`src/sv/gyro_rate_deadband_integrator_defines.svh`:
```
// Assertion macros shared by the gyro integrator RTL.
`ifndef GYRO_RATE_DEADBAND_INTEGRATOR_DEFINES_SVH
`define GYRO_RATE_DEADBAND_INTEGRATOR_DEFINES_SVH

// Check cons in the same cycle as ante.
`define GRDI_ASSERT_NOW(lbl, ante, cons, msg) \
   lbl: assert property (@(posedge clock) disable iff (reset) (ante) |-> (cons)) \
      else $error(msg);

// Check cons in the cycle after ante.
`define GRDI_ASSERT_NEXT(lbl, ante, cons, msg) \
   lbl: assert property (@(posedge clock) disable iff (reset) (ante) |=> (cons)) \
      else $error(msg);

`endif

```
`src/sv/grdi_pkg.sv`:
```
// Types and constants of the gyro rate deadband integrator.
package grdi_pkg;

   localparam int RATE_W         = 16;
   localparam int BAND_W         = 17;
   localparam int ANGLE_W        = 40;
   localparam int AXIS_MAX       = 3;
   localparam int ACC_WIDTH_DEF  = 40;
   localparam int AXIS_COUNT_DEF = 3;

   localparam logic [BAND_W-1:0] BAND_LIMIT = 17'h10000;
   localparam logic [15:0]       CEIL_RESET = 16'h8001;

   typedef enum logic [1:0] {
      CMD_CALIBRATE = 2'd0,
      CMD_FINISH    = 2'd1,
      CMD_INTEGRATE = 2'd2
   } cmd_type;

   typedef struct packed {
      cmd_type           cmd;
      logic [RATE_W-1:0] rate;
      logic [15:0]       ceiling;
   } axis_op_type;

endpackage

```
`src/sv/grdi_if.sv`:
```
// Request and response channel interfaces of the gyro integrator.
interface grdi_req_if;
   logic       valid;
   logic       ready;
   logic [1:0] command;
   logic [7:0] x_high;
   logic [7:0] x_low;
   logic [7:0] y_high;
   logic [7:0] y_low;
   logic [7:0] z_high;
   logic [7:0] z_low;

   modport source (output valid, command, x_high, x_low, y_high, y_low, z_high, z_low,
                   input ready);
   modport sink   (input valid, command, x_high, x_low, y_high, y_low, z_high, z_low,
                   output ready);
endinterface

interface grdi_rsp_if import grdi_pkg::*; ();
   logic                      valid;
   logic                      ready;
   logic signed [ANGLE_W-1:0] angle_x;
   logic signed [ANGLE_W-1:0] angle_y;
   logic signed [ANGLE_W-1:0] angle_z;
   logic [BAND_W-1:0]         band_x;
   logic [BAND_W-1:0]         band_y;
   logic [BAND_W-1:0]         band_z;
   logic                      is_calibrated;

   modport source (output valid, angle_x, angle_y, angle_z, band_x, band_y, band_z,
                   is_calibrated, input ready);
   modport sink   (input valid, angle_x, angle_y, angle_z, band_x, band_y, band_z,
                   is_calibrated, output ready);
endinterface

```
`src/sv/grdi_store.sv`:
```
// Per-axis state memory with read forwarding and reset-valid bits.
module grdi_store #(
   parameter int DEPTH  = 3,
   parameter int DATA_W = 57,
   localparam int ADDR_W = (DEPTH > 1) ? $clog2(DEPTH) : 1
) (
   input  logic              clock,
   input  logic              reset,
   input  logic              rd_en,
   input  logic [ADDR_W-1:0] rd_addr,
   output logic [DATA_W-1:0] rd_data,
   input  logic              wr_en,
   input  logic [ADDR_W-1:0] wr_addr,
   input  logic [DATA_W-1:0] wr_data
);

   logic [DATA_W-1:0] mem_ff [DEPTH];
   logic [DEPTH-1:0]  valid_ff;
   logic [DATA_W-1:0] rd_data_ff;

   always_ff @(posedge clock) begin
      if (wr_en) begin
         mem_ff[wr_addr] <= wr_data;
      end
   end

   always_ff @(posedge clock) begin
      if (reset) begin
         valid_ff <= '0;
      end else if (wr_en) begin
         valid_ff[wr_addr] <= 1'b1;
      end
   end

   // Forward a same-cycle write; unwritten entries read as zero.
   always_ff @(posedge clock) begin
      if (rd_en) begin
         if (wr_en && (wr_addr == rd_addr)) begin
            rd_data_ff <= wr_data;
         end else if (valid_ff[rd_addr]) begin
            rd_data_ff <= mem_ff[rd_addr];
         end else begin
            rd_data_ff <= '0;
         end
      end
   end

   assign rd_data = rd_data_ff;

endmodule

```
`src/sv/grdi_axis_update.sv`:
```
// Per-axis update: peak tracking, deadband doubling and saturating integration.
module grdi_axis_update import grdi_pkg::*; #(
   parameter int ACC_WIDTH = ACC_WIDTH_DEF
) (
   input  axis_op_type          op,
   input  logic [ACC_WIDTH-1:0] acc_cur,
   input  logic [BAND_W-1:0]    band_cur,
   output logic [ACC_WIDTH-1:0] acc_next,
   output logic [BAND_W-1:0]    band_next
);

   localparam logic [ACC_WIDTH-1:0] ACC_MAX = {1'b0, {(ACC_WIDTH-1){1'b1}}};
   localparam logic [ACC_WIDTH-1:0] ACC_MIN = {1'b1, {(ACC_WIDTH-1){1'b0}}};

   logic [BAND_W-1:0]    rate_ext;
   logic [BAND_W-1:0]    mag;
   logic [BAND_W:0]      dbl;
   logic [ACC_WIDTH:0]   sum;
   logic [ACC_WIDTH-1:0] acc_sat;
   logic                 above;

   always_comb begin
      rate_ext = {op.rate[RATE_W-1], op.rate};
      mag      = rate_ext[BAND_W-1] ? BAND_W'(~rate_ext + 17'd1) : rate_ext;
      above    = mag > band_cur;
      dbl      = {band_cur, 1'b0};
      sum      = {acc_cur[ACC_WIDTH-1], acc_cur}
               + {{(ACC_WIDTH+1-BAND_W){rate_ext[BAND_W-1]}}, rate_ext};
      // clamp when the two top bits of the sum disagree
      if (sum[ACC_WIDTH] != sum[ACC_WIDTH-1]) begin
         acc_sat = sum[ACC_WIDTH] ? ACC_MIN : ACC_MAX;
      end else begin
         acc_sat = sum[ACC_WIDTH-1:0];
      end

      acc_next  = acc_cur;
      band_next = band_cur;
      unique case (op.cmd)
         CMD_CALIBRATE: begin
            if (above && (mag < {1'b0, op.ceiling})) begin
               band_next = mag;
            end
         end
         CMD_FINISH: begin
            band_next = (dbl > {1'b0, BAND_LIMIT}) ? BAND_LIMIT : dbl[BAND_W-1:0];
         end
         CMD_INTEGRATE: begin
            if (above) begin
               acc_next = acc_sat;
            end
         end
         default: begin
         end
      endcase
   end

endmodule

```
`src/sv/gyro_rate_deadband_integrator.sv`:
```
// Top level of the three-axis gyro rate deadband integrator.
`include "gyro_rate_deadband_integrator_defines.svh"

// Each request item carries one X/Y/Z rate sample and a command (calibrate,
// finish calibration, integrate) and produces exactly one response item with
// all accumulators, bands and the calibrated flag after the update. The axes
// are handled one per cycle unless a waiting response stalls them, through
// a read-modify-write of the per-axis state memory; the next item is taken as
// the last axis of the held one issues, and a new item is taken while the
// previous response still waits. Items pass the issue and update stages and
// the output register. Reset makes all per-axis state read as zero at once.
module gyro_rate_deadband_integrator import grdi_pkg::*; #(
   parameter int ACC_WIDTH  = ACC_WIDTH_DEF,
   parameter int AXIS_COUNT = AXIS_COUNT_DEF
) (
   input  logic        clock,
   input  logic        reset,
   grdi_req_if.sink    req_if,
   grdi_rsp_if.source  rsp_if,
   input  logic        csr_wr_en,
   input  logic [15:0] csr_wr_data
);

   localparam int AXIS_W  = (AXIS_COUNT > 1) ? $clog2(AXIS_COUNT) : 1;
   localparam int ENTRY_W = ACC_WIDTH + BAND_W;
   localparam logic [AXIS_W-1:0] LAST_AXIS = AXIS_W'(AXIS_COUNT - 1);

   logic [15:0]         ceiling_ff;

   logic                a_valid_ff;
   logic [AXIS_W-1:0]   a_axis_ff;
   cmd_type             a_cmd_ff;
   logic [RATE_W-1:0]   a_rate_ff [AXIS_MAX];
   logic                a_last;

   logic                b_valid_ff;
   logic [AXIS_W-1:0]   b_axis_ff;
   logic                b_last_ff;
   cmd_type             b_cmd_ff;
   logic [RATE_W-1:0]   b_rate_ff;

   logic                adv;
   logic                issue;
   logic                accept;
   logic                wr_en;
   logic                rsp_load;

   logic [ENTRY_W-1:0]   rd_data;
   logic [ACC_WIDTH-1:0] acc_next;
   logic [BAND_W-1:0]    band_next;
   logic [63:0]          acc_wide;
   axis_op_type          op;

   logic [ANGLE_W-1:0]  col_angle_ff [AXIS_MAX];
   logic [BAND_W-1:0]   col_band_ff  [AXIS_MAX];
   logic [ANGLE_W-1:0]  out_angle_ff [AXIS_MAX];
   logic [BAND_W-1:0]   out_band_ff  [AXIS_MAX];
   logic                out_cal_ff;
   logic                calibrated_ff;
   logic                rsp_valid_ff;

   always_ff @(posedge clock) begin
      if (reset) begin
         ceiling_ff <= CEIL_RESET;
      end else if (csr_wr_en) begin
         ceiling_ff <= csr_wr_data;
      end
   end

   // Hold everything while the finished item cannot reach the output register.
   assign adv    = !(b_valid_ff && b_last_ff && rsp_valid_ff && !rsp_if.ready);
   assign a_last = (a_axis_ff == LAST_AXIS);
   assign issue  = adv && a_valid_ff;
   assign req_if.ready = adv && (!a_valid_ff || a_last);
   assign accept = req_if.valid && req_if.ready;

   // Issue stage: walk the axes of the held item.
   always_ff @(posedge clock) begin
      if (reset) begin
         a_valid_ff <= 1'b0;
         a_axis_ff  <= '0;
      end else if (adv) begin
         if (accept) begin
            a_valid_ff <= 1'b1;
            a_axis_ff  <= '0;
         end else if (a_valid_ff && a_last) begin
            a_valid_ff <= 1'b0;
         end else if (a_valid_ff) begin
            a_axis_ff <= a_axis_ff + 1'b1;
         end
      end
   end

   always_ff @(posedge clock) begin
      if (accept) begin
         a_cmd_ff     <= cmd_type'(req_if.command);
         a_rate_ff[0] <= {req_if.x_high, req_if.x_low};
         a_rate_ff[1] <= {req_if.y_high, req_if.y_low};
         a_rate_ff[2] <= {req_if.z_high, req_if.z_low};
      end
   end

   // Update stage: memory data arrives here in the cycle after the read.
   always_ff @(posedge clock) begin
      if (reset) begin
         b_valid_ff <= 1'b0;
      end else if (adv) begin
         b_valid_ff <= issue;
      end
   end

   always_ff @(posedge clock) begin
      if (issue) begin
         b_axis_ff <= a_axis_ff;
         b_last_ff <= a_last;
         b_cmd_ff  <= a_cmd_ff;
         b_rate_ff <= a_rate_ff[a_axis_ff];
      end
   end

   assign wr_en    = adv && b_valid_ff;
   assign rsp_load = wr_en && b_last_ff;

   grdi_store #(
      .DEPTH  (AXIS_COUNT),
      .DATA_W (ENTRY_W)
   ) u_store (
      .clock   (clock),
      .reset   (reset),
      .rd_en   (issue),
      .rd_addr (a_axis_ff),
      .rd_data (rd_data),
      .wr_en   (wr_en),
      .wr_addr (b_axis_ff),
      .wr_data ({acc_next, band_next})
   );

   always_comb begin
      op.cmd     = b_cmd_ff;
      op.rate    = b_rate_ff;
      op.ceiling = ceiling_ff;
   end

   grdi_axis_update #(
      .ACC_WIDTH (ACC_WIDTH)
   ) u_update (
      .op        (op),
      .acc_cur   (rd_data[ENTRY_W-1:BAND_W]),
      .band_cur  (rd_data[BAND_W-1:0]),
      .acc_next  (acc_next),
      .band_next (band_next)
   );

   assign acc_wide = {{(64-ACC_WIDTH){acc_next[ACC_WIDTH-1]}}, acc_next};

   always_ff @(posedge clock) begin
      if (wr_en) begin
         col_angle_ff[b_axis_ff] <= acc_wide[ANGLE_W-1:0];
         col_band_ff[b_axis_ff]  <= band_next;
      end
   end

   // Output register: merge the last axis with the ones collected before.
   always_ff @(posedge clock) begin
      if (rsp_load) begin
         for (int i = 0; i < AXIS_MAX; i++) begin
            if (i >= AXIS_COUNT) begin
               out_angle_ff[i] <= '0;
               out_band_ff[i]  <= '0;
            end else if (AXIS_W'(i) == b_axis_ff) begin
               out_angle_ff[i] <= acc_wide[ANGLE_W-1:0];
               out_band_ff[i]  <= band_next;
            end else begin
               out_angle_ff[i] <= col_angle_ff[i];
               out_band_ff[i]  <= col_band_ff[i];
            end
         end
         out_cal_ff <= calibrated_ff || (b_cmd_ff == CMD_FINISH);
      end
   end

   always_ff @(posedge clock) begin
      if (reset) begin
         calibrated_ff <= 1'b0;
         rsp_valid_ff  <= 1'b0;
      end else begin
         if (rsp_load && (b_cmd_ff == CMD_FINISH)) begin
            calibrated_ff <= 1'b1;
         end
         if (rsp_load) begin
            rsp_valid_ff <= 1'b1;
         end else if (rsp_if.ready) begin
            rsp_valid_ff <= 1'b0;
         end
      end
   end

   assign rsp_if.valid         = rsp_valid_ff;
   assign rsp_if.angle_x       = out_angle_ff[0];
   assign rsp_if.angle_y       = out_angle_ff[1];
   assign rsp_if.angle_z       = out_angle_ff[2];
   assign rsp_if.band_x        = out_band_ff[0];
   assign rsp_if.band_y        = out_band_ff[1];
   assign rsp_if.band_z        = out_band_ff[2];
   assign rsp_if.is_calibrated = out_cal_ff;

   `GRDI_ASSERT_NOW(chk_accept_boundary, accept, !a_valid_ff || a_last, "item taken mid-walk")
   `GRDI_ASSERT_NOW(chk_load_slot, rsp_load, !rsp_valid_ff || rsp_if.ready, "response overwritten")
   `GRDI_ASSERT_NEXT(chk_cal_sticky, calibrated_ff, calibrated_ff, "calibrated flag dropped")
   `GRDI_ASSERT_NEXT(chk_issue_follow, issue, b_valid_ff && (b_axis_ff == $past(a_axis_ff)), "update stage lost an axis")
   `GRDI_ASSERT_NOW(chk_axis_range, a_valid_ff, a_axis_ff <= LAST_AXIS, "axis counter out of range")

endmodule

```
`src/flat_wrapper.sv`:
```
// flat-port wrapper written by rule: the top's interface ports become plain ports
module gyro_rate_deadband_integrator_flat import grdi_pkg::*;
#(
   parameter int ACC_WIDTH  = ACC_WIDTH_DEF,
   parameter int AXIS_COUNT = AXIS_COUNT_DEF
)
  (clock, reset, csr_wr_en, csr_wr_data, req_if_valid, req_if_command, req_if_x_high, req_if_x_low, req_if_y_high, req_if_y_low, req_if_z_high, req_if_z_low, req_if_ready, rsp_if_valid, rsp_if_angle_x, rsp_if_angle_y, rsp_if_angle_z, rsp_if_band_x, rsp_if_band_y, rsp_if_band_z, rsp_if_is_calibrated, rsp_if_ready);
  grdi_req_if req_if_i ();
  grdi_rsp_if rsp_if_i ();
  input  logic clock;
  input  logic reset;
  input  logic csr_wr_en;
  input  logic [15:0] csr_wr_data;
  input wire logic [$bits(req_if_i.valid)-1:0] req_if_valid;
  input wire logic [$bits(req_if_i.command)-1:0] req_if_command;
  input wire logic [$bits(req_if_i.x_high)-1:0] req_if_x_high;
  input wire logic [$bits(req_if_i.x_low)-1:0] req_if_x_low;
  input wire logic [$bits(req_if_i.y_high)-1:0] req_if_y_high;
  input wire logic [$bits(req_if_i.y_low)-1:0] req_if_y_low;
  input wire logic [$bits(req_if_i.z_high)-1:0] req_if_z_high;
  input wire logic [$bits(req_if_i.z_low)-1:0] req_if_z_low;
  output wire logic [$bits(req_if_i.ready)-1:0] req_if_ready;
  output wire logic [$bits(rsp_if_i.valid)-1:0] rsp_if_valid;
  output wire logic [$bits(rsp_if_i.angle_x)-1:0] rsp_if_angle_x;
  output wire logic [$bits(rsp_if_i.angle_y)-1:0] rsp_if_angle_y;
  output wire logic [$bits(rsp_if_i.angle_z)-1:0] rsp_if_angle_z;
  output wire logic [$bits(rsp_if_i.band_x)-1:0] rsp_if_band_x;
  output wire logic [$bits(rsp_if_i.band_y)-1:0] rsp_if_band_y;
  output wire logic [$bits(rsp_if_i.band_z)-1:0] rsp_if_band_z;
  output wire logic [$bits(rsp_if_i.is_calibrated)-1:0] rsp_if_is_calibrated;
  input wire logic [$bits(rsp_if_i.ready)-1:0] rsp_if_ready;
  assign req_if_i.valid = req_if_valid;
  assign req_if_i.command = req_if_command;
  assign req_if_i.x_high = req_if_x_high;
  assign req_if_i.x_low = req_if_x_low;
  assign req_if_i.y_high = req_if_y_high;
  assign req_if_i.y_low = req_if_y_low;
  assign req_if_i.z_high = req_if_z_high;
  assign req_if_i.z_low = req_if_z_low;
  assign req_if_ready = req_if_i.ready;
  assign rsp_if_valid = rsp_if_i.valid;
  assign rsp_if_angle_x = rsp_if_i.angle_x;
  assign rsp_if_angle_y = rsp_if_i.angle_y;
  assign rsp_if_angle_z = rsp_if_i.angle_z;
  assign rsp_if_band_x = rsp_if_i.band_x;
  assign rsp_if_band_y = rsp_if_i.band_y;
  assign rsp_if_band_z = rsp_if_i.band_z;
  assign rsp_if_is_calibrated = rsp_if_i.is_calibrated;
  assign rsp_if_i.ready = rsp_if_ready;
  gyro_rate_deadband_integrator #(.ACC_WIDTH(ACC_WIDTH), .AXIS_COUNT(AXIS_COUNT)) u_core (.clock(clock), .reset(reset), .req_if(req_if_i), .rsp_if(rsp_if_i), .csr_wr_en(csr_wr_en), .csr_wr_data(csr_wr_data));
endmodule
```
`config.mk`:
```
export PLATFORM = sky130hd
export DESIGN_NAME = gyro_rate_deadband_integrator_flat
export DESIGN_NICKNAME = d
export VERILOG_FILES = /design/src/sv/grdi_pkg.sv /design/src/sv/grdi_if.sv /design/src/sv/grdi_store.sv /design/src/sv/grdi_axis_update.sv /design/src/sv/gyro_rate_deadband_integrator.sv /design/src/flat_wrapper.sv
export VERILOG_INCLUDE_DIRS = /design/src /design/src/sv
export SDC_FILE = /design/constraint.sdc
export NUM_CORES = 1
export LEC_CHECK = 0
export BUFFER_PORTS_ARGS = -buffer_cell sky130_fd_sc_hd__buf_2
export CAP_MARGIN = 40
export CORE_UTILIZATION = 59
export DETAILED_ROUTE_END_ITERATION = 8
export GPL_TIMING_DRIVEN = 0
export PLACE_DENSITY = 0.85
export SETUP_SLACK_MARGIN = 0.02
export SLEW_MARGIN = 25
export SYNTH_ARGS = -nofsm -noshare
export SYNTH_HDL_FRONTEND = slang
export SYNTH_SLANG_ARGS = --single-unit
```
`constraint.sdc`:
```
create_clock -name clock -period 13.4 [get_ports clock]
set_input_delay 1.34 -clock clock [delete_from_list [all_inputs] [get_ports clock]]
set_output_delay 1.34 -clock clock [all_outputs]
set_load 0.01 [all_outputs]
```
==> metrics <==
Worst-Skew Late Latency between 500 and 600 ps; area post-placement 26,400 um2; n_diodes 0; Max Cap Viol 0; min cycle time layout 5730 ps; hold path start u_core.a_cmd_ff[0]; Static Leak 10.4 nW; Post-CTS Hold Fix Bufs 0; fin crit share approximately 43%; final clock skew between 15 and 20 ps; reg2reg path depth 14; Worst-Margin Slew between 900 and 1000 ps; CTS tree built; I/O pins between 200 and 250; Die Ht ~200 um; initial DRC count ~2,300; DIE AREA slightly above 40,000 um2; wl on met1 about 27 mm; Syn Nets between 2,000 and 2,500; vias in the first global route 17,900; warnings from Yosys 0; Via density 6.43; Post-CTS Resized 0; first-pass GRT wire length 104 mm; final wirelength between 60 and 70 mm; CP endpoint kind register; Post-synth ARST share 0%; antenna violations before repair 1; worst reg2reg setup slack ~7700 ps; maximum VDD drop around 0.00012 V; Worst Hold Path EP u_core.b_cmd_ff[0]; gpl congestion around 0.94; Syn Area/Cell about 12 um2; Area growth, synth to finish 17.0%; Die W 204 um; layout cells sized above 1 about 21%; Peak Freq around 0.17 GHz; Final Instance Area around 28,000 um2; Worst R2R Start u_core.b_rate_ff[5]; Vias around 18,000; WL met2 approximately 32 mm; required time of the critical path 13,700 ps; grt ovf 0; Hold Crit Class reg -> reg; number of remaining DRC errors 0; reg2reg end u_core.out_angle_ff[0][1]; top_reg_cell synth edfxtp_1; Rows 73; initial core utilization between 60% and 70%; Synth Instances around 2,000; Max-slew headroom 34.8%; most frequent cells in the layout edfxtp_1, buf_2, nor2_1; CTS buffer count 50; critical path arrival ~6000 ps; IO buf count 243; post-layout net count 2,430; TritonCTS Sinks roughly 500; final setup TNS 0 ps; CTS max path bufs 3; clock-pin slew on the worst setup and hold paths 60 ps; Avg WL per Cell between 20 and 25 um; startpoint types register; Distinct cells, synth 79; kind of critical path reg -> reg; Detailed Routing Iterations Pass 1 7; top routing layer used met4; Core ar. 39,900 um2; number of routed nets with antenna violations 0; Final Hold Viols 0; commonest non-fill, non-tap cell in the layout edfxtp_1; register area share after synthesis between 60% and 70%; Yosys reg bits 498; Setup Fix Bufs, Post-CTS 0; clock root cell clkbuf_16; setup violators final 0; max-slew violations 0; PwrDens about 140 nW/um2; global-route usage over all layers 33.1%; Post-synth EDFFs 471; htree depth 2; unrepaired setup endpoints after global routing no; outcome finished, final reports clean; largest net degree at the start of global routing 32; DPL Wire Length between 40 and 50 mm; met3 WL post-DR around 6.0 mm; hold-critical path depth 0; CP Max Fanout 10; Post-Syn Area ~24,000 um2; hold_ws approximately 430 ps
==> Yosys cell counts, types with 22 or more instances <==
master    count  share of area (%)
edfxtp_1    471                 59
ha_1         74                3.9
a21o_1       27               0.85
mux2_2       86                4.0
o31ai_1      28               0.88
inv_1        61               0.96
nor2_1      200                3.1
xnor2_1      29                1.1
o21ai_0      63                1.3
o21ai_1      24               0.50
a22oi_1      22               0.69
nand2_1     167                2.6
a21oi_1     176                3.7
dfxtp_1      27                2.3
a31oi_1      39                1.0
clkbuf_1     80                1.3
o221ai_1     35                1.3
mux2i_1      93                3.9
==> logic make-up (layout without fill, tap and decap cells) <==
group	Yosys count	in the layout	synth area share, %
AOI/OAI and AO/OA	515	515	13.9
DFF	498	498	61.3
and+or+nand+nor	483	483	8.75
muxes	179	179	7.93
buffers and inverters	163	531	2.69
adders and majority gates	75	75	3.95
xor gates and xnor gates	40	40	1.49
other	1	1	0.0157
==> report_power, final <==
group	switching, W	internal, W	leakage (nW)
combinational	0.000386	0.000212	5.07
sequential	0.0000372	0.00179	4.60
clock	0.000589	0.000775	0.769
==> area by class of cell <==
cell class | instances | area [um2]
clock inverters | 32 | 283
plain buffers | 102 | 417
repair buffers | 278 | 1790
inverters | 61 | 229
well taps | 525 | 657
clock buffers | 58 | 1300
multi-input cells | 1293 | 8670
flip-flops and latches | 498 | 14700
fillers | 2662 | 11900
==> worst max-delay path by stage <==
stage / slack [ps] / cells past startpoint / endpoint / start
3_5_place_dp: 7940 / 14 / u_core.out_angle_ff[2][17] / u_core.b_rate_ff[5]
5_1_grt: 7610 / 14 / u_core.out_angle_ff[0][29] / u_core.b_rate_ff[5]
2_1_floorplan: 2040 / 6 / u_core.out_angle_ff[0][31] / rsp_if_ready
3_3_place_gp: -3540 / 7 / u_core.out_band_ff[0][1] / rsp_if_ready
6_report: 7670 / 14 / u_core.out_angle_ff[0][1] / u_core.b_rate_ff[5]
4_1_cts: 7900 / 14 / u_core.out_angle_ff[2][17] / u_core.b_rate_ff[5]
==> per-stage QoR <==
step	cells	total power [W]	worst slack, ps	util [%]
global placement	2722	0.00241	-3540	64.7
floorplan	1954	0.00223	2040	-
finish	2847	0.00379	7670	70.2
global route	2847	0.00391	7610	70.2
detailed placement	2754	0.00244	7940	66.2
CTS	2844	0.00378	7900	70.2
==> routing by layer <==
layer	global-route usage [%]	vias to the layer above
met1	45.1	8894
met5	0	-
met4	16.8	0
met2	52.1	1075
met3	4.97	248
li1	-	8092
==> flip-flops by register name, summed over array words and instances, names as in the netlist, 2 cells and up, named ones only <==
register	flops
u_core.a_axis_ff	2
u_core.a_cmd_ff	2
u_core.a_rate_ff	48
u_core.b_axis_ff	2
u_core.b_cmd_ff	2
u_core.b_rate_ff	16
u_core.ceiling_ff	16
u_core.col_angle_ff	41
u_core.out_angle_ff	120
u_core.out_band_ff	51
u_core.u_store.mem_ff	130
u_core.u_store.rd_data	57
u_core.u_store.valid_ff	3
==> critical path, stage by stage, from the launching register on <==
cell	delay, ps
edfxtp_1	540
or4_1	580
nor2_1	100
nand2_1	90
nor4bb_1	720
ha_1	390
nand4_1	150
nor3_1	100
o31ai_1	80
o211ai_1	150
o21ai_0	570
clkbuf_1	610
buf_1	600
nand2_1	220
a31oi_1	560
Power figures use the tool's default switching activity.
